[src/dtpm_pkg.sv]
// Package for the DNS transaction problem monitor.
// It holds the table size, protocol constants, problem codes and shared types.
// It depends on nothing else.
package dtpm_pkg;

   localparam int TABLE_ENTRIES = 1024;
   localparam int IDX_W = $clog2(TABLE_ENTRIES);
   localparam int CNT_W = IDX_W + 1;

   localparam logic [15:0] QUERY_PORT = 16'd53;
   localparam logic [15:0] MIN_RESPONSE_LEN = 16'd12;
   localparam logic [7:0] RETRY_MAX = 8'hFF;
   localparam int TC_BIT = 1;

   localparam logic [3:0] RCODE_SERVFAIL = 4'd2;
   localparam logic [3:0] RCODE_NXDOMAIN = 4'd3;
   localparam logic [3:0] RCODE_REFUSED = 4'd5;

   typedef enum logic [2:0] {
      KIND_SLOW = 3'd0,
      KIND_NXDOMAIN = 3'd1,
      KIND_SERVFAIL = 3'd2,
      KIND_REFUSED = 3'd3,
      KIND_TRUNCATED = 3'd4
   } kind_type;

   typedef enum logic [1:0] {
      ST_CLEAR,
      ST_IDLE,
      ST_SCAN
   } state_type;

   typedef struct packed {
      logic is_resp;
      logic [47:0] key;
      logic [63:0] time_ns;
      logic [15:0] qtype;
      logic [31:0] server;
      logic v6;
      logic tc;
      logic [3:0] rcode;
   } cmd_type;

   typedef struct packed {
      logic valid;
      logic [47:0] key;
   } tag_type;

   typedef struct packed {
      logic [63:0] start;
      logic [15:0] qtype;
      logic [31:0] server;
      logic v6;
      logic [7:0] retries;
   } entry_type;

endpackage

[src/dtpm_front.sv]
// Front end of the DNS transaction problem monitor.
// It accepts transactions, drops those that cannot change the table, and builds commands.
// It depends on dtpm_pkg.
module dtpm_front (
   input logic enable,
   input logic queue_full,
   input logic req_valid,
   output logic req_ready,
   input logic req_type,
   input logic [47:0] req_flow_key,
   input logic [63:0] req_time_ns,
   input logic [15:0] req_dst_port,
   input logic [15:0] req_query_type,
   input logic [31:0] req_server_addr,
   input logic req_server_is_v6,
   input logic [15:0] req_response_len,
   input logic [7:0] req_response_flags_byte,
   input logic [7:0] req_response_rcode_byte,
   output logic push,
   output dtpm_pkg::cmd_type cmd
);

   logic keep;

   assign req_ready = enable && !queue_full;
   assign keep = req_type ? (req_response_len >= dtpm_pkg::MIN_RESPONSE_LEN)
                          : (req_dst_port == dtpm_pkg::QUERY_PORT);
   assign push = req_valid && req_ready && keep;

   always_comb begin
      cmd.is_resp = req_type;
      cmd.key = req_flow_key;
      cmd.time_ns = req_time_ns;
      cmd.qtype = req_query_type;
      cmd.server = req_server_is_v6 ? 32'd0 : req_server_addr;
      cmd.v6 = req_server_is_v6;
      cmd.tc = req_response_flags_byte[dtpm_pkg::TC_BIT];
      cmd.rcode = req_response_rcode_byte[3:0];
   end

endmodule

[config.mk]
export PLATFORM = sky130hd
export DESIGN_NAME = dtpm_front
export DESIGN_NICKNAME = d
export VERILOG_FILES = /design/src/dtpm_pkg.sv /design/src/dtpm_front.sv
export SDC_FILE = /design/constraint.sdc
export NUM_CORES = 1
export LEC_CHECK = 0
export ABC_AREA = 1
export BUFFER_PORTS_ARGS = -buffer_cell sky130_fd_sc_hd__buf_2
export CAP_MARGIN = 20
export CORE_AREA = 2 2 147 149
export DETAILED_ROUTE_END_ITERATION = 6
export DIE_AREA = 0 0 149 151
export SYNTH_ARGS = -nofsm -noshare
export SYNTH_HDL_FRONTEND = slang
export SYNTH_SLANG_ARGS = --single-unit
[constraint.sdc]
create_clock -name vclk -period 0.8
set_input_delay 0.04 -clock vclk [all_inputs]
set_output_delay 0.04 -clock vclk [all_outputs]
set_load 0.01 [all_outputs]
; Word-level counts from Yosys, hierarchy flattened
; Cells that the tools add are included.
[word_totals]
ff_bits = 0
word_cells = 8
ram_bits = 0
n_memories = 0
out_inout_bits = 169
inputBits = 213
latch_bits = 0
romBits = 0
[op_classes]
bitwise_logic = 0
shift = 0
div_mod_pow = 0
addsub = 0
eq_ne = 1
n_lt_le_gt_ge = 1
multipliers = 0
n_mux = 2
n_reduce_logical = 4
[op_table]
columns = cell, n
row1 = two-way mux 32 bit, 1
row2 = equality test 16 x 6 -> 1 bit (second input constant), 1
row3 = greater-or-equal comparator 16 x 4 -> 1 bit (second input constant), 1
row4 = logical AND 1 bit, 3
row5 = zero test 1 bit, 1
row6 = two-way mux 1 bit, 1

; Logic depth before layout (Yosys ltp)
[logic_depth]
ltp_word = 4
ltp_mapped = 6
mapped_depth_nobuf = 6

; Worst setup path after synthesis
; OpenSTA, ideal clock, no wires.
[synth_path]
path_kind = input to output
startpoint = input port req_dst_port[7]
endpoint = output port push
n_path_buf = 0
setup_slack_ps = 272
arrival_time_ps = 488
required_time_ps = 760
stages = 5
cell_sequence = nor2_1 > nand2_1 > nor2_2 > a21oi_1 > nor2_1
[synth_between]
elab_chain_cells = 3
[synth_lines]
columns = item, line_no
row1 = from (decl), dtpm_front.sv:12  ; input logic [15:0] req_dst_port,
row2 = equality test 16 x 6 -> 1 bit, dtpm_front.sv:27  ; : (req_dst_port == dtpm_pkg::QUERY_PORT);
row3 = two-way mux 1 bit, dtpm_front.sv:26  ; assign keep = req_type ? (req_response_len >= dtpm_pkg::MIN_RESPONSE_LEN)
row4 = logical AND 1 bit, dtpm_front.sv:28  ; assign push = req_valid && req_ready && keep;
row5 = to (decl), dtpm_front.sv:19  ; output logic push,
; Every way passes these cells.

; Worst setup path after layout
[layout_path]
startpoint = input port queue_full
endpoint = output port push
[layout_between]
elab_chain_cells = 4
[layout_lines]
columns = item, line_no
row1 = from (decl), dtpm_front.sv:6  ; input logic queue_full,
row2 = zero test 1 bit, dtpm_front.sv:25  ; assign req_ready = enable && !queue_full;
row3 = logical AND 1 bit, dtpm_front.sv:25
row4 = logical AND 1 bit (2 in series), dtpm_front.sv:28
; Every way passes these cells.

==> results.cfg <==
[run_status]
run_status = complete, no violations

[route]
drt_wl_total_mm = 6.490
routed_via_density = 2.407
drt_pre_antenna_iters = 4
final_antenna_net_count = 0
detail_route.drc_violations = 0
detailedRoute.firstIterationViolations = 18
post_drt_wl_per_cell_um = 13.49
dr_total_vias = 1158

[critical_path]
timing_worst_setup_path_type = input pin to output port
setup.worst_path.start_class = input pin
timing.critical_path.required_ns = 0.76
crit_fanout = 2
end_kind = output port
cp.arrival_ns = 0.73

[synth]
largest_family_of_logic_cells_by_synthesized_area = buffers and inverters
syn_area_per_cell_um2 = 5.963
yosys.area_share.xor_xnor_pct = 0
post_synth_mux_area_share_pct = 0
synth_area_leader_cell = sky130_fd_sc_hd__buf_4
netlist_area_um2 = 1425
syn-num-nets = 452
postSynthCellCount = 239
ys_types = 7
yosys.area_share.adder_pct = 0
synth_simple_gate_area_share_pct = 17.47
netlist_top_cells_area = sky130_fd_sc_hd__buf_4 73%, sky130_fd_sc_hd__nor2_1 13%, sky130_fd_sc_hd__inv_1 9.5%
ys.warnings.count = 0
ys_seq_area_share_pct = 0
synth_largest_type_area_fraction_pct = 72.70
synth-compound-area-share_pct = 0.3512

[floorplanning]
floorplan.die.height_um = 151
fp-row-count = 53
ios = 382
initial_core_util_pct = 6.844
fp.coreArea_um2 = 20820
chipWidth_um = 149
die-area_um2 = 22500

[global_route]
first_global_vias = 1188
pin_count_of_the_biggest_net_entering_global_routing = 31
grt_first_pass_wirelength_mm = 7.762
groute.usage.overall_pct = 5.006
antenna_found_initial = 0
final_global_route_overflow_total = 0

[final_layout]
commonest_non_fill_non_tap_cells_in_the_layout = 103 x sky130_fd_sc_hd__buf_2, 45 x sky130_fd_sc_hd__nor2_1, 36 x sky130_fd_sc_hd__inv_1, 12 x sky130_fd_sc_hd__nand2_1, 6 x sky130_fd_sc_hd__nor2_2
layout-drive-gt1-share_pct = 54.37
layout.clock_buffers = 0
nets = 421
layout_commonest_cell = sky130_fd_sc_hd__buf_2
syn2layout_area_growth_pct = -9.394
antennaDiodeCount = 0
nFlopsAndLatches = 0
ff_latch_area_um2 = 0
final_cell_area_um2 = 1291
fillCellCount = 2509

[sta]
setup_viol = 0
finalHoldViolCount = 0
whs_ns = 0.08000
achievable-frequency_ghz = 1.290
final_min_period_over_clock_period_pct = 96.87
timing.final.ws_setup_ns = 0.02502
rsz0062_at_grt = yes
min_period_ns = 0.7750
timing.final.max_slew_violations = 0
max-slew-margin-rel_pct = 84.40
worst-slew-pin-transition_ns = 0.2330

[placement]
place_congestion = 0.6816
port_buffers = 103
place.detailed.hpwl_mm = 5.976
pre_cts_ws_ns = -0.1327
postPlaceCellArea_um2 = 1276

[hold_path]
min_delay_worst_endpoint = cmd[146]
hp-class = input pin to output port
min_delay_path_depth = 0
hp-start = req_flow_key[28]

[cts]
cts_hold_repair.buffers = 0
post-cts-setup-buffer-count = 0

[pwr]
peakVddDrop_uv = 58.89
power.density_cell_area_nw_per_um2 = 364.2
power_leakage_nw = 0.7543

[flow_run]
maxCapViolations = 0
-- per-layer routing --
| layer | vias up | track usage, % | share of wire [%] |
|---|---|---|---|
| met5 | - | 0 | 0 |
| met2 | 202 | 9.631 | 47 |
| met1 | 413 | 1.721 | 15 |
| met3 | 64 | 5.181 | 27 |
| met4 | 0 | 4.857 | 11 |
| li1 | 479 | - | - |
-- cells in the mapped netlist --
| cell | n |
|---|---|
| sky130_fd_sc_hd__buf_4 | 138 |
| sky130_fd_sc_hd__nor2_1 | 49 |
| sky130_fd_sc_hd__inv_1 | 36 |
| sky130_fd_sc_hd__nand2_1 | 12 |
| sky130_fd_sc_hd__nor2_2 | 2 |
| sky130_fd_sc_hd__a21oi_1 | 1 |
| sky130_fd_sc_hd__nor3b_1 | 1 |
-- worst max-delay path, stage by stage --
cell and delay [ns]:
sky130_fd_sc_hd__buf_2 0.13, sky130_fd_sc_hd__nor3b_2 0.26, sky130_fd_sc_hd__nand2_1 0.08, sky130_fd_sc_hd__nor2_1 0.10
sky130_fd_sc_hd__buf_2 0.13
-- stage by stage --
step	std cells	setup TNS (ns)	power, mW	util [%]
floorplan	239	0	0.8690	-
global placement	481	-0.1036	0.4689	6.129
detailed placement	481	-0.1327	0.4768	6.129
CTS	481	0	0.4803	6.165
global route	481	-0.04439	0.5343	6.201
finish	481	0	0.4703	6.201
-- worst max path at each step --
| stage | from | to |
|---|---|---|
| CTS | queue_full | push |
| global placement | queue_full | push |
| finish | queue_full | push |
| floorplan | req_dst_port[7] | push |
| global route | req_response_len[15] | push |
| detailed placement | queue_full | push |
-- power breakdown --
group	internal, mW	switching [mW]
logic	0.237	0.234
registers	0	0
clock network	0	0
-- cells by family after synthesis --
| logic type | Yosys count |
|---|---|
| AND/OR/NAND/NOR | 64 |
| buffers and inverters | 174 |
| AO/OA/AOI/OAI | 1 |
-- area by class of cell --
type / count / area (µm²) / share of cell area, %
timing repair buffer: 105 / 543.0 / 42.05
tap: 275 / 344.1 / 26.65
multi-input combinational: 65 / 269.0 / 20.83
inverter: 36 / 135.1 / 10.47
-- repair_timing --
item / in CTS / in global routing
hold endpoints to repair: 0 / 0
endpoints found under the setup margin: 1 / 1
pin swaps: 0 / 3
gates resized for setup: 2 / 3
(Power assumes the default switching activity.)
