## config.mk

```make
export PLATFORM = sky130hd
export DESIGN_NAME = dtpm_queue
export DESIGN_NICKNAME = d
export VERILOG_FILES = /design/src/dtpm_pkg.sv /design/src/dtpm_queue.sv
export SDC_FILE = /design/constraint.sdc
export NUM_CORES = 1
export LEC_CHECK = 0
export BUFFER_PORTS_ARGS = -buffer_cell sky130_fd_sc_hd__buf_2
export CORE_ASPECT_RATIO = 0.6
export CORE_MARGIN = 2
export CORE_UTILIZATION = 40
export CTS_CLUSTER_SIZE = 14
export DETAILED_ROUTE_END_ITERATION = 16
export PLACE_DENSITY = 0.75
export SLEW_MARGIN = 20
export SYNTH_ARGS = -nofsm -noshare
export SYNTH_HDL_FRONTEND = slang
export SYNTH_SLANG_ARGS = --single-unit
```

## constraint.sdc

```tcl
create_clock -name clock -period 19.3 [get_ports clock]
set_input_delay 1.93 -clock clock [delete_from_list [all_inputs] [get_ports clock]]
set_output_delay 1.93 -clock clock [all_outputs]
set_load 0.01 [all_outputs]
```

## src/dtpm_pkg.sv

```systemverilog
// Package for the DNS transaction problem monitor.
// It holds the table size, protocol constants, problem codes and shared types.
// It depends on nothing else.
package dtpm_pkg;

   localparam int TABLE_ENTRIES = 1024;
   localparam int IDX_W = $clog2(TABLE_ENTRIES);
   localparam int CNT_W = IDX_W + 1;

   localparam logic [15:0] QUERY_PORT = 16'd53;
   localparam logic [15:0] MIN_RESPONSE_LEN = 16'd12;
   localparam logic [7:0] RETRY_MAX = 8'hFF;
   localparam int TC_BIT = 1;

   localparam logic [3:0] RCODE_SERVFAIL = 4'd2;
   localparam logic [3:0] RCODE_NXDOMAIN = 4'd3;
   localparam logic [3:0] RCODE_REFUSED = 4'd5;

   typedef enum logic [2:0] {
      KIND_SLOW = 3'd0,
      KIND_NXDOMAIN = 3'd1,
      KIND_SERVFAIL = 3'd2,
      KIND_REFUSED = 3'd3,
      KIND_TRUNCATED = 3'd4
   } kind_type;

   typedef enum logic [1:0] {
      ST_CLEAR,
      ST_IDLE,
      ST_SCAN
   } state_type;

   typedef struct packed {
      logic is_resp;
      logic [47:0] key;
      logic [63:0] time_ns;
      logic [15:0] qtype;
      logic [31:0] server;
      logic v6;
      logic tc;
      logic [3:0] rcode;
   } cmd_type;

   typedef struct packed {
      logic valid;
      logic [47:0] key;
   } tag_type;

   typedef struct packed {
      logic [63:0] start;
      logic [15:0] qtype;
      logic [31:0] server;
      logic v6;
      logic [7:0] retries;
   } entry_type;

endpackage

```

## src/dtpm_queue.sv

```systemverilog
// Two-entry command queue between the front end and the table engine.
// It depends on dtpm_pkg.
module dtpm_queue (
   input logic clock,
   input logic reset,
   input logic push,
   input dtpm_pkg::cmd_type push_cmd,
   input logic pop,
   output logic full,
   output logic not_empty,
   output dtpm_pkg::cmd_type head
);

   dtpm_pkg::cmd_type slot_ff [2];
   logic wr_ptr_ff, wr_ptr_in;
   logic rd_ptr_ff, rd_ptr_in;
   logic [1:0] count_ff, count_in;

   assign full = (count_ff == 2'd2);
   assign not_empty = (count_ff != 2'd0);
   assign head = slot_ff[rd_ptr_ff];

   always_comb begin
      wr_ptr_in = push ? !wr_ptr_ff : wr_ptr_ff;
      rd_ptr_in = pop ? !rd_ptr_ff : rd_ptr_ff;
      count_in = count_ff + {1'b0, push} - {1'b0, pop};
   end

   always_ff @(posedge clock) begin
      if (reset) begin
         wr_ptr_ff <= 1'b0;
         rd_ptr_ff <= 1'b0;
         count_ff <= 2'd0;
      end else begin
         wr_ptr_ff <= wr_ptr_in;
         rd_ptr_ff <= rd_ptr_in;
         count_ff <= count_in;
      end
   end

   always_ff @(posedge clock) begin
      if (push) begin
         slot_ff[wr_ptr_ff] <= push_cmd;
      end
   end

endmodule

```

# == After elaboration in Yosys (flattened, before gate mapping) ==
# Memories as Yosys holds them, arrays and structs flattened. A register that Yosys moved wholly into a read port is not among the register bits.
# Index checks and enable logic that the tools add are counted.
# W data, S select, Z words.
# op_classes
n_eq_ne,1
n_reduce_logical,3
mux,4
add_sub_neg,2
# ops
cell,count
$mux W1,4
$add A2 B1 Y2,1
$eq A2 B2 Y1 const B,1
$logic_not A1 Y1,2
$reduce_bool A2 Y1,1
$sub A2 B1 Y2,1
# word_totals
mem_count,1
ff_bits,4
output_inout_bits,169
elab_cells,14
ramBits,334
in_bits,171
# mem_list
name,words,width,rd,rd_clocked_by_memory_dff,wr,line,text
slot_ff,2,167,1,1,1,dtpm_queue.sv:14,dtpm_pkg::cmd_type slot_ff [2];

# == Logic depth before layout (Yosys ltp) ==
# depth
depth_word,3
depth_mapped,6
depth_no_buf,6

# == Worst setup path before layout ==
# OpenSTA, ideal clock, no wires.
# synth_timing
kind,in2reg
from,input push
to,memory slot_ff[0][0] (netlist bit) (enable)
n_path_buf,0
t_required_ns,18.584
path_stages,1
slack_ns,9.440
setup_ns,0.716
t_arrival_ns,9.144
path_cell_list,nor2b_1
# synth_via
elab_chain_len,2
# synth_lines
item,line,text
start: declaration,dtpm_queue.sv:6,"input logic push,"
$mux W1,dtpm_queue.sv:42,if (push) begin
$mux W1 (not written as such),dtpm_queue.sv:43,slot_ff[wr_ptr_ff] <= push_cmd;
end: declaration,dtpm_queue.sv:14,
# Every way passes these cells.

==> impl_metrics.csv <==
group,metric,value,unit
outcome,outcome,"finished, final reports clean",
pwr,pwr_density_cell,106.2,nW/um^2
die,boundaryPins,340,
sta,post-route-period-util,25.89,%
yosys,netlist-cell-type-count,14,
yosys,synth_top_family_by_area,"multiplexers",
sta,setup_viol,0,
clocking,cts_max_path_buffers,3,
sta,layout_min_cycle_time,4.996,ns
pwr,netSwitchingFraction,21.84,%
final_layout,share_of_layout_cells_above_drive_strength_1,60.17,%
die,floorplan.initialDensity,40.88,%
yosys,synth_largest_area_cell,"edfxtp_1",
final_layout,final_common_cell,"buf_2",
sta,fmaxAchievable,200.2,MHz
clocking,cts.root.buffer_cell,"clkbuf_16",
yosys,syn_inst,541,
sta,final.setup.tns,0,ns
global_route,total_routing_usage_reported_by_global_routing,14.86,%
job,cap_violations,0,
final_layout,flow.area_growth_from_synthesis,24.19,%
final_layout,nFillCells,2553,
clocking,holdBufCountCts,0,
worst_setup_path,critical_path_arrival,3.07,ns
final_layout,most-common-layout-cells,"buf_2 (339), edfxtp_1 (334), mux2_4 (130), mux2_2 (37), clkbuf_16 (31)",
pwr,comb_power_share,11.6,%
final_layout,fin_cells,1342,
yosys,post-synth-top-area-fraction,78.28,%
yosys,synthesis.area,12810,sq um
sta,fin_worst_skew,0.008063,ns
yosys,syn_area_per_cell,23.68,sq um
yosys,synth_compound_area_share,0,%
global_route,antenna_found_initial,3,
worst_hold_path,hold_path_depth,2,
routing,drc,0,
pwr,max-vdd-ir-drop,0.07339,mV
yosys,synth_mux_area_share,18.49,%
final_layout,num-nets-final,1073,
pwr,p_int,1.321,mW
clocking,cts_setup_buffers,0,
pwr,leakage_power,6.215,nW
clocking,cts.sinks,339,
die,floorplan.die.width,235.1,um
place,placed_cells,1283,
global_route,grt_overflow_total,0,
worst_setup_path,crit_path_start_kind,"register",
routing,via_count,6209,
clocking,worstSkewPairLatency,0.57,ns
final_layout,stdcell_area,15910,sq um
clocking,numCtsBuffers,31,
sta,final_hold_viol_count,0,
pwr,share_seq_of_total_power,51.9,%
routing,detail_route.vias_per_cell,4.627,
worst_hold_path,timing.hold.worst.class,"reg -> reg",
clocking,cts.reportedPaths.clkPinSlew,0.06,ns
pwr,power.share.clock,36.5,%
die,design.die.area,33530,sq um
yosys,total_nets_after_synthesis,714,
routing,detail_route.wl_per_cell,19.41,um
clocking,cts-resized-gates,0,
pwr,netSwitchingPower,369.2,uW
clocking,htree_levels,1,
routing,final_antenna_net_count,0,
place,buffer_ports.inserted,339,
place,placed_cell_area,14890,sq um
clocking,cts_tree,"done",
yosys,synth_xor_area_share,0.3125,%
die,floorplan.core_area,31340,sq um
final_layout,final-seq-area,10130,sq um
global_route,grt_start_max_net_pins,78,
sta,max-slew-margin-rel,26.69,%
final_layout,total_area_of_multi_input_combinational_cells,2490,sq um
sta,grt_setup_unrepaired,"no",
yosys,synth_simple_gate_area_share,0.3613,%
die,die_height,142.6,um
routing,number_of_iterations_in_the_first_detailed_routing_pass,4,
place,gpl.final_weighted_congestion,0.8034,
place,hpwl,17420,um
worst_setup_path,criticalPathCategory,"reg -> out",
yosys,netlist_top_cells_area,"edfxtp_1 (78%), mux2_4 (15%), mux2_2 (3.3%), buf_6 (1.4%), dfxtp_1 (0.78%)",
global_route,grt_first_pass_wirelength,38030,um
routing,drt_iter0_markers,294,
worst_setup_path,worst_setup_path_end_kind,"output port",
routing,routed_wl,26050,um
sta,finalMaxSlewViolations,0,
yosys,synth.yosys.seq_area_share,79.06,%
die,rows,50,
yosys,synthesis.yosys.warnings,0,
global_route,grt_pass1_vias,6533,
sta,timing_worst_slew_pin_value,1.100,ns
worst_setup_path,crit_required,17.37,ns
yosys,yosys.area_share.adder,0.1953,%
worst_setup_path,worst-path-max-fanout,57,
worst_setup_path,r2r.worst_path.cells,2,
yosys,synth_seq_cells,339,
worst_hold_path,worst_hold_startpoint,"rd_ptr_ff",
worst_setup_path,r2r-start,"wr_ptr_ff",
-- metal layers --
layer,wire length [um],up-vias,GRT usage (%)
li1,-,2879,-
met1,11310,3077,19.60
met2,12370,216,23.64
met3,1725,37,4.639
met4,650,0,4.763
met5,0,-,0
-- state kept, by name, indices dropped and copies added (netlist names), named ones only --
register   count
slot_ff      334
rd_ptr_ff      1
wr_ptr_ff      1
count_ff       2
-- power by group through the flow --
stage | clock, mW | combinational [mW] | sequential, mW
after CTS | 0.635 | 0.200 | 0.878
after global placement | 0 | 0.195 | 0.892
after floorplan | 0 | 0.127 | 0.893
after global routing | 0.666 | 0.210 | 0.881
final | 0.617 | 0.196 | 0.877
after detailed placement | 0 | 0.199 | 0.894
-- cells by family after synthesis --
kind of cell / after synthesis
XOR/XNOR: 3
adder cells (fa/ha/maj): 2
buffers and inverters: 21
flip-flops: 339
multiplexers: 167
AND/OR/NAND/NOR: 9
-- worst max-delay path: stages, from the launching register on --
cell,delay [ns]
dfxtp_4,0.90
buf_4,0.93
mux2_4,0.36
buf_2,0.15
-- path summary, 6_finish.rpt --
path | slack [ns] | end
setup / recovery | 14.30 | head[93]
hold / removal | 0.53 | register
setup reg to reg | 16.81 | slot_ff[0][11]
hold reg to reg | 0.53 | register
-- Yosys cell counts --
library cell  instances
ha_1                  2
xnor2_1               2
nor2b_1               3
edfxtp_1            334
dfxtp_1               5
and2_1                1
xnor3_1               1
buf_6                16
buf_2                 3
mux2_2               37
nor2_1                4
mux2_4              130
or2_2                 1
inv_1                 2
-- metrics by stage --
| step | worst slack, ns | util [%] | power [mW] | hold WS [ns] |
|---|---|---|---|---|
| after global placement | 14.88 | 47.52 | 1.087 | 0.4974 |
| after CTS | 14.24 | 50.75 | 1.712 | 0.5322 |
| final | 14.30 | 50.77 | 1.690 | 0.5265 |
| after global routing | 14.17 | 50.77 | 1.757 | 0.5748 |
| after floorplan | 9.440 | - | 1.020 | 0.4799 |
| after detailed placement | 14.87 | 47.52 | 1.092 | 0.5186 |
-- layout make-up --
cell class                 count  area share, %
antenna                        2        0.03145
multi-input combinational    181          15.65
sequential                   339          63.69
tap                          416          3.271
timing repair buffer         345          10.95
clock buffer                  39          5.064
clock inverter                18          1.305
inverter                       2        0.04718
Power figures use the tool's default switching activity.
